==> config.mk <==
export PLATFORM = sky130hd
export DESIGN_NAME = ft_sensor_gravity_compensation_unit
export DESIGN_NICKNAME = d
export VERILOG_FILES = /design/src/hw/rtl/ftgc_pkg.sv /design/src/hw/rtl/ft_sensor_gravity_compensation_unit.sv /design/src/hw/rtl/ftgc_mac.sv
export SDC_FILE = /design/constraint.sdc
export NUM_CORES = 2
export LEC_CHECK = 0
export BUFFER_PORTS_ARGS = -buffer_cell sky130_fd_sc_hd__buf_2
export CAP_MARGIN = 25
export CORE_UTILIZATION = 45
export CTS_CLUSTER_SIZE = 8
export DETAILED_ROUTE_END_ITERATION = 10
export HOLD_SLACK_MARGIN = 0.05
export PLACE_DENSITY = 0.72
export SLEW_MARGIN = 20
export SYNTH_ARGS = -nofsm -noshare
export SYNTH_HDL_FRONTEND = slang
export SYNTH_SLANG_ARGS = --single-unit
==> constraint.sdc <==
create_clock -name clock -period 23.2 [get_ports clock]
set_clock_uncertainty 0.05 [all_clocks]
set_input_delay 2.32 -clock clock [delete_from_list [all_inputs] [get_ports clock]]
set_output_delay 2.32 -clock clock [all_outputs]
set_load 0.01 [all_outputs]
==> src/hw/rtl/ftgc_pkg.sv <==
// Types, constants and register codes of the gravity compensation block.
package ftgc_pkg;

   // Default width of the stored offsets and of the saturation point.
   localparam int DATA_WIDTH_DEF = 32;

   // Field widths.
   localparam int DIR_W  = 16;
   localparam int MEAS_W = 32;
   localparam int MASS_W = 24;
   localparam int CENT_W = 19;

   // Register port.
   localparam int CSR_IDX_W  = 2;
   localparam int CSR_DATA_W = 24;
   localparam logic [CSR_IDX_W-1:0] REG_PAYLOAD_MASS = 2'd0;
   localparam logic [CSR_IDX_W-1:0] REG_CENTROID_X   = 2'd1;
   localparam logic [CSR_IDX_W-1:0] REG_CENTROID_Y   = 2'd2;
   localparam logic [CSR_IDX_W-1:0] REG_CENTROID_Z   = 2'd3;

   // Shared multiplier and accumulator widths.
   localparam int OPA_W  = 30;
   localparam int OPB_W  = 22;
   localparam int PROD_W = OPA_W + OPB_W;
   localparam int ACC_W  = 64;

   // Cross product width, and the split of it into a high and a low part.
   localparam int C_W  = 36;
   localparam int CL_W = 18;

   // Width of a predicted force or torque.
   localparam int PRED_W = 34;

   // Rounding shifts of the weight, the force and the torque.
   localparam int W_SHIFT = 16;
   localparam int F_SHIFT = 14;
   localparam int T_SHIFT = 30;
   localparam logic signed [ACC_W-1:0] RND_W = ACC_W'(1) <<< (W_SHIFT - 1);
   localparam logic signed [ACC_W-1:0] RND_F = ACC_W'(1) <<< (F_SHIFT - 1);
   localparam logic signed [ACC_W-1:0] RND_T = ACC_W'(1) <<< (T_SHIFT - 1);

   // Gravity in Q.16 metres per second squared.
   localparam logic signed [OPB_W-1:0] G_Q16 = -22'sd642689;

   // Sequencer.
   localparam int STEP_W = 5;
   localparam logic [STEP_W-1:0] LAST_STEP = 5'd16;

   // Accumulator control for the product of the previous cycle.
   typedef struct packed {
      logic acc_en;
      logic acc_clr;
      logic acc_sub;
      logic acc_shl;
   } mac_ctl_type;

   // One input word.
   typedef struct packed {
      logic                     pose_valid;
      logic signed [DIR_W-1:0]  down_dir_x;
      logic signed [DIR_W-1:0]  down_dir_y;
      logic signed [DIR_W-1:0]  down_dir_z;
      logic signed [MEAS_W-1:0] meas_force_x;
      logic signed [MEAS_W-1:0] meas_force_y;
      logic signed [MEAS_W-1:0] meas_force_z;
      logic signed [MEAS_W-1:0] meas_torque_x;
      logic signed [MEAS_W-1:0] meas_torque_y;
      logic signed [MEAS_W-1:0] meas_torque_z;
   } req_type;

   // One result word.
   typedef struct packed {
      logic signed [MEAS_W-1:0] comp_force_x;
      logic signed [MEAS_W-1:0] comp_force_y;
      logic signed [MEAS_W-1:0] comp_force_z;
      logic signed [MEAS_W-1:0] comp_torque_x;
      logic signed [MEAS_W-1:0] comp_torque_y;
      logic signed [MEAS_W-1:0] comp_torque_z;
   } rsp_type;

endpackage

==> src/hw/rtl/ft_sensor_gravity_compensation_unit.sv <==
// A word with a valid pose passes through the run state, the capture state for the first such word, and the
// result state into the output register; words without a pose go at one per cycle and give no result.
// The run state passes sixteen products in turn through one 30 x 22 bit multiplier; req_ready is low until idle.
// A finished result waits in the output register while the next word is taken and worked on.
// Reset is synchronous: it clears the registers, the offset capture flag and the result valid.
module ft_sensor_gravity_compensation_unit #(
   parameter int DATA_WIDTH = ftgc_pkg::DATA_WIDTH_DEF
) (
   input  logic                                clock,
   input  logic                                reset,
   input  logic                                req_valid,
   output logic                                req_ready,
   input  ftgc_pkg::req_type                   req_data,
   output logic                                rsp_valid,
   input  logic                                rsp_ready,
   output ftgc_pkg::rsp_type                   rsp_data,
   input  logic                                csr_we,
   input  logic [ftgc_pkg::CSR_IDX_W-1:0]      csr_index,
   input  logic [ftgc_pkg::CSR_DATA_W-1:0]     csr_wdata
);

   localparam int SUM_W = ((DATA_WIDTH > ftgc_pkg::PRED_W) ? DATA_WIDTH : ftgc_pkg::PRED_W) + 2;
   localparam logic signed [SUM_W-1:0] SAT_HI =
      {{(SUM_W-DATA_WIDTH+1){1'b0}}, {(DATA_WIDTH-1){1'b1}}};
   localparam logic signed [SUM_W-1:0] SAT_LO =
      {{(SUM_W-DATA_WIDTH+1){1'b1}}, {(DATA_WIDTH-1){1'b0}}};

   typedef enum logic [1:0] {
      S_IDLE,
      S_RUN,
      S_CAPTURE,
      S_RESULT
   } state_type;

   typedef enum logic [2:0] {
      D_NONE,
      D_W,
      D_C,
      D_PF,
      D_PT
   } dest_type;

   // Measured minus offset minus prediction, saturated to the offset width.
   function automatic logic signed [DATA_WIDTH-1:0] lane_sat(
      input logic signed [ftgc_pkg::MEAS_W-1:0] meas,
      input logic signed [DATA_WIDTH-1:0]       off,
      input logic signed [ftgc_pkg::PRED_W-1:0] pred
   );
      logic signed [SUM_W-1:0] s;
      s = SUM_W'(meas) - SUM_W'(off) - SUM_W'(pred);
      if (s > SAT_HI) begin
         lane_sat = SAT_HI[DATA_WIDTH-1:0];
      end else if (s < SAT_LO) begin
         lane_sat = SAT_LO[DATA_WIDTH-1:0];
      end else begin
         lane_sat = s[DATA_WIDTH-1:0];
      end
   endfunction

   // The low 32 bits of a saturated value, sign extended where it is narrower.
   function automatic logic signed [ftgc_pkg::MEAS_W-1:0] to_field(
      input logic signed [DATA_WIDTH-1:0] v
   );
      logic signed [SUM_W-1:0] t;
      t = SUM_W'(v);
      to_field = t[ftgc_pkg::MEAS_W-1:0];
   endfunction

   state_type                               state_ff;
   logic [ftgc_pkg::STEP_W-1:0]             step_ff;
   logic                                    captured_ff;
   ftgc_pkg::req_type                       item_ff;
   logic [ftgc_pkg::MASS_W-1:0]             mass_ff;
   logic signed [ftgc_pkg::CENT_W-1:0]      cx_ff;
   logic signed [ftgc_pkg::CENT_W-1:0]      cy_ff;
   logic signed [ftgc_pkg::CENT_W-1:0]      cz_ff;
   logic signed [ftgc_pkg::OPA_W-1:0]       w_ff;
   logic signed [ftgc_pkg::C_W-1:0]         c_ff [3];
   logic signed [ftgc_pkg::PRED_W-1:0]      pf_ff [3];
   logic signed [ftgc_pkg::PRED_W-1:0]      pt_ff [3];
   logic signed [DATA_WIDTH-1:0]            off_f_ff [3];
   logic signed [DATA_WIDTH-1:0]            off_t_ff [3];
   logic                                    rsp_valid_ff;
   ftgc_pkg::rsp_type                       rsp_data_ff;

   logic signed [ftgc_pkg::OPA_W-1:0]       op_a;
   logic signed [ftgc_pkg::OPB_W-1:0]       op_b;
   ftgc_pkg::mac_ctl_type                   mac_ctl;
   ftgc_pkg::mac_ctl_type                   mac_ctl_run;
   dest_type                                dest;
   logic [1:0]                              dest_idx;
   logic signed [ftgc_pkg::ACC_W-1:0]       acc_next;
   logic signed [ftgc_pkg::ACC_W-1:0]       w_sum;
   logic signed [ftgc_pkg::ACC_W-1:0]       pf_sum;
   logic signed [ftgc_pkg::ACC_W-1:0]       pt_sum;
   logic signed [ftgc_pkg::OPA_W-1:0]       w_in;
   logic signed [ftgc_pkg::PRED_W-1:0]      pf_in;
   logic signed [ftgc_pkg::PRED_W-1:0]      pt_in;
   logic signed [ftgc_pkg::MEAS_W-1:0]      mf [3];
   logic signed [ftgc_pkg::MEAS_W-1:0]      mt [3];
   logic signed [DATA_WIDTH-1:0]            off_f_in [3];
   logic signed [DATA_WIDTH-1:0]            off_t_in [3];
   logic signed [DATA_WIDTH-1:0]            res_f [3];
   logic signed [DATA_WIDTH-1:0]            res_t [3];
   ftgc_pkg::rsp_type                       rsp_in;

   assign req_ready = (state_ff == S_IDLE);
   assign rsp_valid = rsp_valid_ff;
   assign rsp_data  = rsp_data_ff;

   // Schedule of the shared unit: operands issued this step, and what to do with the
   // product issued the step before.
   always_comb begin
      op_a     = '0;
      op_b     = '0;
      mac_ctl  = '0;
      dest     = D_NONE;
      dest_idx = 2'd0;
      case (step_ff)
         5'd0: begin
            op_a = ftgc_pkg::OPA_W'(mass_ff);
            op_b = ftgc_pkg::G_Q16;
         end
         5'd1: begin
            op_a    = ftgc_pkg::OPA_W'(cy_ff);
            op_b    = ftgc_pkg::OPB_W'(item_ff.down_dir_z);
            mac_ctl = '{acc_en: 1'b1, acc_clr: 1'b1, acc_sub: 1'b0, acc_shl: 1'b0};
            dest    = D_W;
         end
         5'd2: begin
            op_a    = ftgc_pkg::OPA_W'(cz_ff);
            op_b    = ftgc_pkg::OPB_W'(item_ff.down_dir_y);
            mac_ctl = '{acc_en: 1'b1, acc_clr: 1'b1, acc_sub: 1'b0, acc_shl: 1'b0};
         end
         5'd3: begin
            op_a     = ftgc_pkg::OPA_W'(cz_ff);
            op_b     = ftgc_pkg::OPB_W'(item_ff.down_dir_x);
            mac_ctl  = '{acc_en: 1'b1, acc_clr: 1'b0, acc_sub: 1'b1, acc_shl: 1'b0};
            dest     = D_C;
            dest_idx = 2'd0;
         end
         5'd4: begin
            op_a    = ftgc_pkg::OPA_W'(cx_ff);
            op_b    = ftgc_pkg::OPB_W'(item_ff.down_dir_z);
            mac_ctl = '{acc_en: 1'b1, acc_clr: 1'b1, acc_sub: 1'b0, acc_shl: 1'b0};
         end
         5'd5: begin
            op_a     = ftgc_pkg::OPA_W'(cx_ff);
            op_b     = ftgc_pkg::OPB_W'(item_ff.down_dir_y);
            mac_ctl  = '{acc_en: 1'b1, acc_clr: 1'b0, acc_sub: 1'b1, acc_shl: 1'b0};
            dest     = D_C;
            dest_idx = 2'd1;
         end
         5'd6: begin
            op_a    = ftgc_pkg::OPA_W'(cy_ff);
            op_b    = ftgc_pkg::OPB_W'(item_ff.down_dir_x);
            mac_ctl = '{acc_en: 1'b1, acc_clr: 1'b1, acc_sub: 1'b0, acc_shl: 1'b0};
         end
         5'd7: begin
            op_a     = w_ff;
            op_b     = ftgc_pkg::OPB_W'(item_ff.down_dir_x);
            mac_ctl  = '{acc_en: 1'b1, acc_clr: 1'b0, acc_sub: 1'b1, acc_shl: 1'b0};
            dest     = D_C;
            dest_idx = 2'd2;
         end
         5'd8: begin
            op_a     = w_ff;
            op_b     = ftgc_pkg::OPB_W'(item_ff.down_dir_y);
            mac_ctl  = '{acc_en: 1'b1, acc_clr: 1'b1, acc_sub: 1'b0, acc_shl: 1'b0};
            dest     = D_PF;
            dest_idx = 2'd0;
         end
         5'd9: begin
            op_a     = w_ff;
            op_b     = ftgc_pkg::OPB_W'(item_ff.down_dir_z);
            mac_ctl  = '{acc_en: 1'b1, acc_clr: 1'b1, acc_sub: 1'b0, acc_shl: 1'b0};
            dest     = D_PF;
            dest_idx = 2'd1;
         end
         5'd10: begin
            op_a     = w_ff;
            op_b     = ftgc_pkg::OPB_W'(signed'(c_ff[0][ftgc_pkg::C_W-1:ftgc_pkg::CL_W]));
            mac_ctl  = '{acc_en: 1'b1, acc_clr: 1'b1, acc_sub: 1'b0, acc_shl: 1'b0};
            dest     = D_PF;
            dest_idx = 2'd2;
         end
         5'd11: begin
            op_a    = w_ff;
            op_b    = ftgc_pkg::OPB_W'({1'b0, c_ff[0][ftgc_pkg::CL_W-1:0]});
            mac_ctl = '{acc_en: 1'b1, acc_clr: 1'b1, acc_sub: 1'b0, acc_shl: 1'b1};
         end
         5'd12: begin
            op_a     = w_ff;
            op_b     = ftgc_pkg::OPB_W'(signed'(c_ff[1][ftgc_pkg::C_W-1:ftgc_pkg::CL_W]));
            mac_ctl  = '{acc_en: 1'b1, acc_clr: 1'b0, acc_sub: 1'b0, acc_shl: 1'b0};
            dest     = D_PT;
            dest_idx = 2'd0;
         end
         5'd13: begin
            op_a    = w_ff;
            op_b    = ftgc_pkg::OPB_W'({1'b0, c_ff[1][ftgc_pkg::CL_W-1:0]});
            mac_ctl = '{acc_en: 1'b1, acc_clr: 1'b1, acc_sub: 1'b0, acc_shl: 1'b1};
         end
         5'd14: begin
            op_a     = w_ff;
            op_b     = ftgc_pkg::OPB_W'(signed'(c_ff[2][ftgc_pkg::C_W-1:ftgc_pkg::CL_W]));
            mac_ctl  = '{acc_en: 1'b1, acc_clr: 1'b0, acc_sub: 1'b0, acc_shl: 1'b0};
            dest     = D_PT;
            dest_idx = 2'd1;
         end
         5'd15: begin
            op_a    = w_ff;
            op_b    = ftgc_pkg::OPB_W'({1'b0, c_ff[2][ftgc_pkg::CL_W-1:0]});
            mac_ctl = '{acc_en: 1'b1, acc_clr: 1'b1, acc_sub: 1'b0, acc_shl: 1'b1};
         end
         5'd16: begin
            mac_ctl  = '{acc_en: 1'b1, acc_clr: 1'b0, acc_sub: 1'b0, acc_shl: 1'b0};
            dest     = D_PT;
            dest_idx = 2'd2;
         end
         default: begin
            dest = D_NONE;
         end
      endcase
   end

   // The accumulator only moves while a word is being worked on.
   assign mac_ctl_run = (state_ff == S_RUN) ? mac_ctl : '0;

   ftgc_mac u_mac (
      .clock    (clock),
      .op_a     (op_a),
      .op_b     (op_b),
      .ctl      (mac_ctl_run),
      .acc_next (acc_next)
   );

   // Round half up of the accumulator for the weight, the forces and the torques.
   always_comb begin
      w_sum  = (acc_next + ftgc_pkg::RND_W) >>> ftgc_pkg::W_SHIFT;
      pf_sum = (acc_next + ftgc_pkg::RND_F) >>> ftgc_pkg::F_SHIFT;
      pt_sum = (acc_next + ftgc_pkg::RND_T) >>> ftgc_pkg::T_SHIFT;
      w_in   = w_sum[ftgc_pkg::OPA_W-1:0];
      pf_in  = pf_sum[ftgc_pkg::PRED_W-1:0];
      pt_in  = pt_sum[ftgc_pkg::PRED_W-1:0];
   end

   // Offset capture and result lanes, one for each force and torque axis.
   always_comb begin
      mf[0] = item_ff.meas_force_x;
      mf[1] = item_ff.meas_force_y;
      mf[2] = item_ff.meas_force_z;
      mt[0] = item_ff.meas_torque_x;
      mt[1] = item_ff.meas_torque_y;
      mt[2] = item_ff.meas_torque_z;
      for (int i = 0; i < 3; i++) begin
         off_f_in[i] = lane_sat(mf[i], '0, pf_ff[i]);
         off_t_in[i] = lane_sat(mt[i], '0, pt_ff[i]);
         res_f[i]    = lane_sat(mf[i], off_f_ff[i], pf_ff[i]);
         res_t[i]    = lane_sat(mt[i], off_t_ff[i], pt_ff[i]);
      end
      rsp_in.comp_force_x  = to_field(res_f[0]);
      rsp_in.comp_force_y  = to_field(res_f[1]);
      rsp_in.comp_force_z  = to_field(res_f[2]);
      rsp_in.comp_torque_x = to_field(res_t[0]);
      rsp_in.comp_torque_y = to_field(res_t[1]);
      rsp_in.comp_torque_z = to_field(res_t[2]);
   end

   // Sequencer, registers, working values and the output register.
   always_ff @(posedge clock) begin
      if (reset) begin
         state_ff     <= S_IDLE;
         step_ff      <= '0;
         captured_ff  <= 1'b0;
         rsp_valid_ff <= 1'b0;
         mass_ff      <= '0;
         cx_ff        <= '0;
         cy_ff        <= '0;
         cz_ff        <= '0;
      end else begin
         if (csr_we) begin
            case (csr_index)
               ftgc_pkg::REG_PAYLOAD_MASS: mass_ff <= csr_wdata;
               ftgc_pkg::REG_CENTROID_X:   cx_ff   <= csr_wdata[ftgc_pkg::CENT_W-1:0];
               ftgc_pkg::REG_CENTROID_Y:   cy_ff   <= csr_wdata[ftgc_pkg::CENT_W-1:0];
               ftgc_pkg::REG_CENTROID_Z:   cz_ff   <= csr_wdata[ftgc_pkg::CENT_W-1:0];
               default: begin
               end
            endcase
         end

         // The result state refills the output register itself when the old word leaves.
         if (rsp_valid_ff && rsp_ready && (state_ff != S_RESULT)) begin
            rsp_valid_ff <= 1'b0;
         end

         case (state_ff)
            S_IDLE: begin
               if (req_valid) begin
                  item_ff <= req_data;
                  step_ff <= '0;
                  if (req_data.pose_valid) begin
                     state_ff <= S_RUN;
                  end
               end
            end
            S_RUN: begin
               step_ff <= step_ff + 1'b1;
               case (dest)
                  D_W:     w_ff <= w_in;
                  D_C:     c_ff[dest_idx] <= acc_next[ftgc_pkg::C_W-1:0];
                  D_PF:    pf_ff[dest_idx] <= pf_in;
                  D_PT:    pt_ff[dest_idx] <= pt_in;
                  default: begin
                  end
               endcase
               if (step_ff == ftgc_pkg::LAST_STEP) begin
                  state_ff <= captured_ff ? S_RESULT : S_CAPTURE;
               end
            end
            S_CAPTURE: begin
               off_f_ff    <= off_f_in;
               off_t_ff    <= off_t_in;
               captured_ff <= 1'b1;
               state_ff    <= S_RESULT;
            end
            S_RESULT: begin
               if (!rsp_valid_ff || rsp_ready) begin
                  rsp_data_ff  <= rsp_in;
                  rsp_valid_ff <= 1'b1;
                  state_ff     <= S_IDLE;
               end
            end
            default: begin
               state_ff <= S_IDLE;
            end
         endcase
      end
   end

endmodule

==> src/hw/rtl/ftgc_mac.sv <==
// Shared signed multiplier with a registered product and an accumulator.
module ftgc_mac (
   input  logic                                   clock,
   input  logic signed [ftgc_pkg::OPA_W-1:0]      op_a,
   input  logic signed [ftgc_pkg::OPB_W-1:0]      op_b,
   input  ftgc_pkg::mac_ctl_type                  ctl,
   output logic signed [ftgc_pkg::ACC_W-1:0]      acc_next
);

   logic signed [ftgc_pkg::PROD_W-1:0] prod_ff;
   logic signed [ftgc_pkg::ACC_W-1:0]  acc_ff;
   logic signed [ftgc_pkg::ACC_W-1:0]  prod_ext;
   logic signed [ftgc_pkg::ACC_W-1:0]  addend;
   logic signed [ftgc_pkg::ACC_W-1:0]  base;

   // The product of the previous cycle, optionally moved up by the low-part width.
   always_comb begin
      prod_ext = ftgc_pkg::ACC_W'(prod_ff);
      addend   = ctl.acc_shl ? (prod_ext <<< ftgc_pkg::CL_W) : prod_ext;
      base     = ctl.acc_clr ? '0 : acc_ff;
      acc_next = ctl.acc_sub ? (base - addend) : (base + addend);
   end

   // Multiply every cycle; the accumulator only moves when told to.
   always_ff @(posedge clock) begin
      prod_ff <= op_a * op_b;
      if (ctl.acc_en) begin
         acc_ff <= acc_next;
      end
   end

endmodule

==> results.sh <==
export IMPL_outcome="complete, no violations"
export IMPL_yosysUniqueCellTypes=99
export IMPL_finalPower_mw=12.8
export IMPL_synth_commonest_cells="1,326 x inv_1, 1,030 x edfxtp_1, 974 x nand2_1"
export IMPL_critPathMaxStageDelay_ps=880
export IMPL_rr_startpoint="step_ff[2]"
export IMPL_grt_max_degree=129
export IMPL_synth_async_reset_ratio=0
export IMPL_cp_top_family="adder cells"
export IMPL_drive_gt1_frac=0.0920
export IMPL_synth_nets=11535
export IMPL_yosysMostFrequentCell="inv_1"
export IMPL_finalCritPeriodShare=0.467
export IMPL_timing_rr_end="u_mac.prod_ff[51]"
export IMPL_grt_pass1_wl_mm=455
export IMPL_cts_tree="done"
export IMPL_startpoint_type="register"
export IMPL_cp_end_kind="register"
export IMPL_rows=170
export IMPL_setup_ws_ps=12370
export IMPL_die_area_sq_mm=0.218
export IMPL_clkLatencyLatePin_ps=850
export IMPL_cp_common_cell="fa_1"
export IMPL_ctsHtreeMaxLevel=4
export IMPL_relSlewSlack=0.158
export IMPL_drt_first_iter_violations=8208
export IMPL_path_class="register to register"
export IMPL_place_gp_congestion=0.982
export IMPL_endpoint="u_mac.prod_ff[51]"
export IMPL_fmax_mhz=92.3
export IMPL_root_buffer="clkbuf_16"
export IMPL_hold_viol=0
export IMPL_grt_pass1_vias=76123
export IMPL_crit_path_top_delay_cell="dfxtp_1"
export IMPL_maxSlewViolCount=0
export IMPL_hpwl_mm=234
export IMPL_worstSetupPathDepth=32
export IMPL_regToRegSetupSlack_ps=12370
export IMPL_rsz0062_at_grt="false"
export IMPL_synth_seq_area_share=0.347
export IMPL_numCtsBuffers=168
export IMPL_setup_violations=0
export IMPL_synth_seq_cells=1172
export IMPL_cts_repair_resized=0
export IMPL_pwr_density_cell_mw_per_mm2=118
export IMPL_crit_arrival_ps=11500
export IMPL_finalCriticalPeriod_ps=10830
export IMPL_pre_cts_ws_ps=12510
export IMPL_start_util=0.453
export IMPL_clk_pin_slew_worst_paths_ps=50
export IMPL_top_usage_layer="met2"
export IMPL_rr_worst_depth=32
export IMPL_synthTopCellsByArea="edfxtp_1 32%, fa_1 18%, ha_1 8.4%, inv_1 5.1%, nand2_1 3.8%"
export IMPL_leakage_nw=47.0
export IMPL_ant_nets=0
export IMPL_die_h_um=467
export IMPL_pin_count=466
export IMPL_drc_errors=0
export IMPL_clock_path_buffers=3
export IMPL_avgViaCountPerCell=5.81
export IMPL_drtPass1Iterations=8
export IMPL_syn_area_sq_mm=0.0974
export IMPL_crit_start="step_ff[2]"
export IMPL_fp_coreArea_sq_mm=0.215
export IMPL_numPortBuffers=465
export IMPL_final_setup_tns_ps=0
export IMPL_synth_edf_count=1030
export IMPL_synth_top_area_cell="edfxtp_1"
export IMPL_path_buf_inv=6
export IMPL_yosys_warnings=0
export IMPL_whs_path_depth=2
export IMPL_track_usage=0.274
export IMPL_vias=76072
export IMPL_maxCapViolCount=0
export IMPL_antenna_found_initial=20
export IMPL_wire_per_inst_um=23.2
export IMPL_nFillCells=19274
export IMPL_netlist_instances=9744
export IMPL_postCtsSetupBuffers=0
export IMPL_cp_max_fo=25
export IMPL_met3_usage=0.0571
export IMPL_syn_avg_cell_area_sq_um=10.0
export IMPL_met1_usage=0.373
export IMPL_synth_ff_type="edfxtp_1"
export IMPL_hold_class="register to register"
export IMPL_layout_nets=11981
export IMPL_die_w_um=467
export IMPL_ctsHoldBuffers=0
export IMPL_overflow=0
export IMPL_wl_mm=304
export IMPL_synth_top_area_frac=0.317
export IMPL_worstPathRequired_ps=23870
export IMPL_vdd_drop_max_mv=0.128
export IMPL_cts_sinks=1172
export IMPL_syn_to_final_growth_pct=11.4
export IMPL_worst_pin_slew_ps=1260
export IMPL_met2_usage=0.428
-- worst min path at each step --
stage          endpoint     start  slack [ps]
2_1_floorplan  cy_ff[0]  cy_ff[0]         390
3_3_place_gp   cz_ff[7]  cz_ff[7]         390
3_5_place_dp   cz_ff[5]  cz_ff[5]         400
4_1_cts        cz_ff[5]  cz_ff[5]         400
5_1_grt        cz_ff[8]  cz_ff[8]         420
6_report       cz_ff[8]  cz_ff[8]         400
-- layout make-up --
| cell class | count | area (sq um) | area share |
|---|---|---|---|
| flip-flops and latches | 1172 | 33800 | 0.311 |
| repair buffers | 617 | 3600 | 0.0332 |
| clock buffers | 207 | 4380 | 0.0404 |
| clock inverters | 22 | 470 | 0.00434 |
| inverters | 1327 | 4980 | 0.0459 |
| multi-input cells | 6904 | 57700 | 0.532 |
| diodes | 7 | 17.5 | 0.000161 |
| well taps | 2838 | 3550 | 0.0327 |
-- state kept, by name (all words and copies together), names as in the netlist, 24 cells and up --
register       count
pf_ff            102
mass_ff           24
off_f_ff          96
u_mac.prod_ff     52
off_t_ff          96
rsp_data         192
u_mac.acc_ff      64
c_ff             108
w_ff              30
pt_ff            102
item_ff          240
-- cell families after synthesis --
group | after synthesis | share of synthesized area
compound gates | 2258 | 0.150
xor+xnor | 595 | 0.0537
fa+ha+maj | 1519 | 0.262
buf+inv | 1668 | 0.0645
flops | 1172 | 0.347
mux | 40 | 0.00414
simple gates | 2492 | 0.119
-- layout by cell type (no fill, tap or decap), drive strengths merged, types with 67 or more instances in the layout --
master / synthesis / routed
nor2b: 67 / 67
o21a: 70 / 70
clkbuf: 317 / 207
nand2: 974 / 974
and2: 151 / 151
nand3: 164 / 164
o21bai: 72 / 72
nor3: 111 / 111
xnor2: 344 / 344
inv: 1327 / 1328
dfxtp: 142 / 142
xor2: 250 / 250
ha: 654 / 654
nor2: 571 / 571
buf: 24 / 615
and3: 96 / 96
nand4: 70 / 70
fa: 865 / 865
a21oi: 638 / 638
o21ai: 480 / 480
nand2b: 102 / 102
a31oi: 70 / 70
edfxtp: 1030 / 1030
a21o: 397 / 397
-- power by group --
| part | internal, mW | total [mW] | switching (mW) |
|---|---|---|---|
| combinational | 2.55 | 7.33 | 4.79 |
| sequential | 2.97 | 3.16 | 0.195 |
| clock | 1.34 | 2.32 | 0.985 |
| total | 6.85 | 12.8 | 5.97 |
-- routing by layer --
layer,vias up,wire [um]
met5,-,25
met4,4,12900
met3,699,29400
met2,3746,135000
met1,37290,127000
li1,34333,-
-- worst min-delay path, delay by kind of cell, from the launching register on --
kind	cells	cell delay [ps]
compound gates	1	50
flops	1	300
simple gates	1	50
-- through the flow --
stage / cells / util / area, sq um / hold slack (ps)
after floorplan: 9744 / - / 97400 / 386
after global routing: 13089 / 0.505 / 108000 / 416
final: 13094 / 0.505 / 109000 / 403
after detailed placement: 12849 / 0.482 / 103000 / 396
after global placement: 12838 / 0.481 / 103000 / 391
after CTS: 13078 / 0.504 / 108000 / 403
Power figures use the tool's default switching activity.
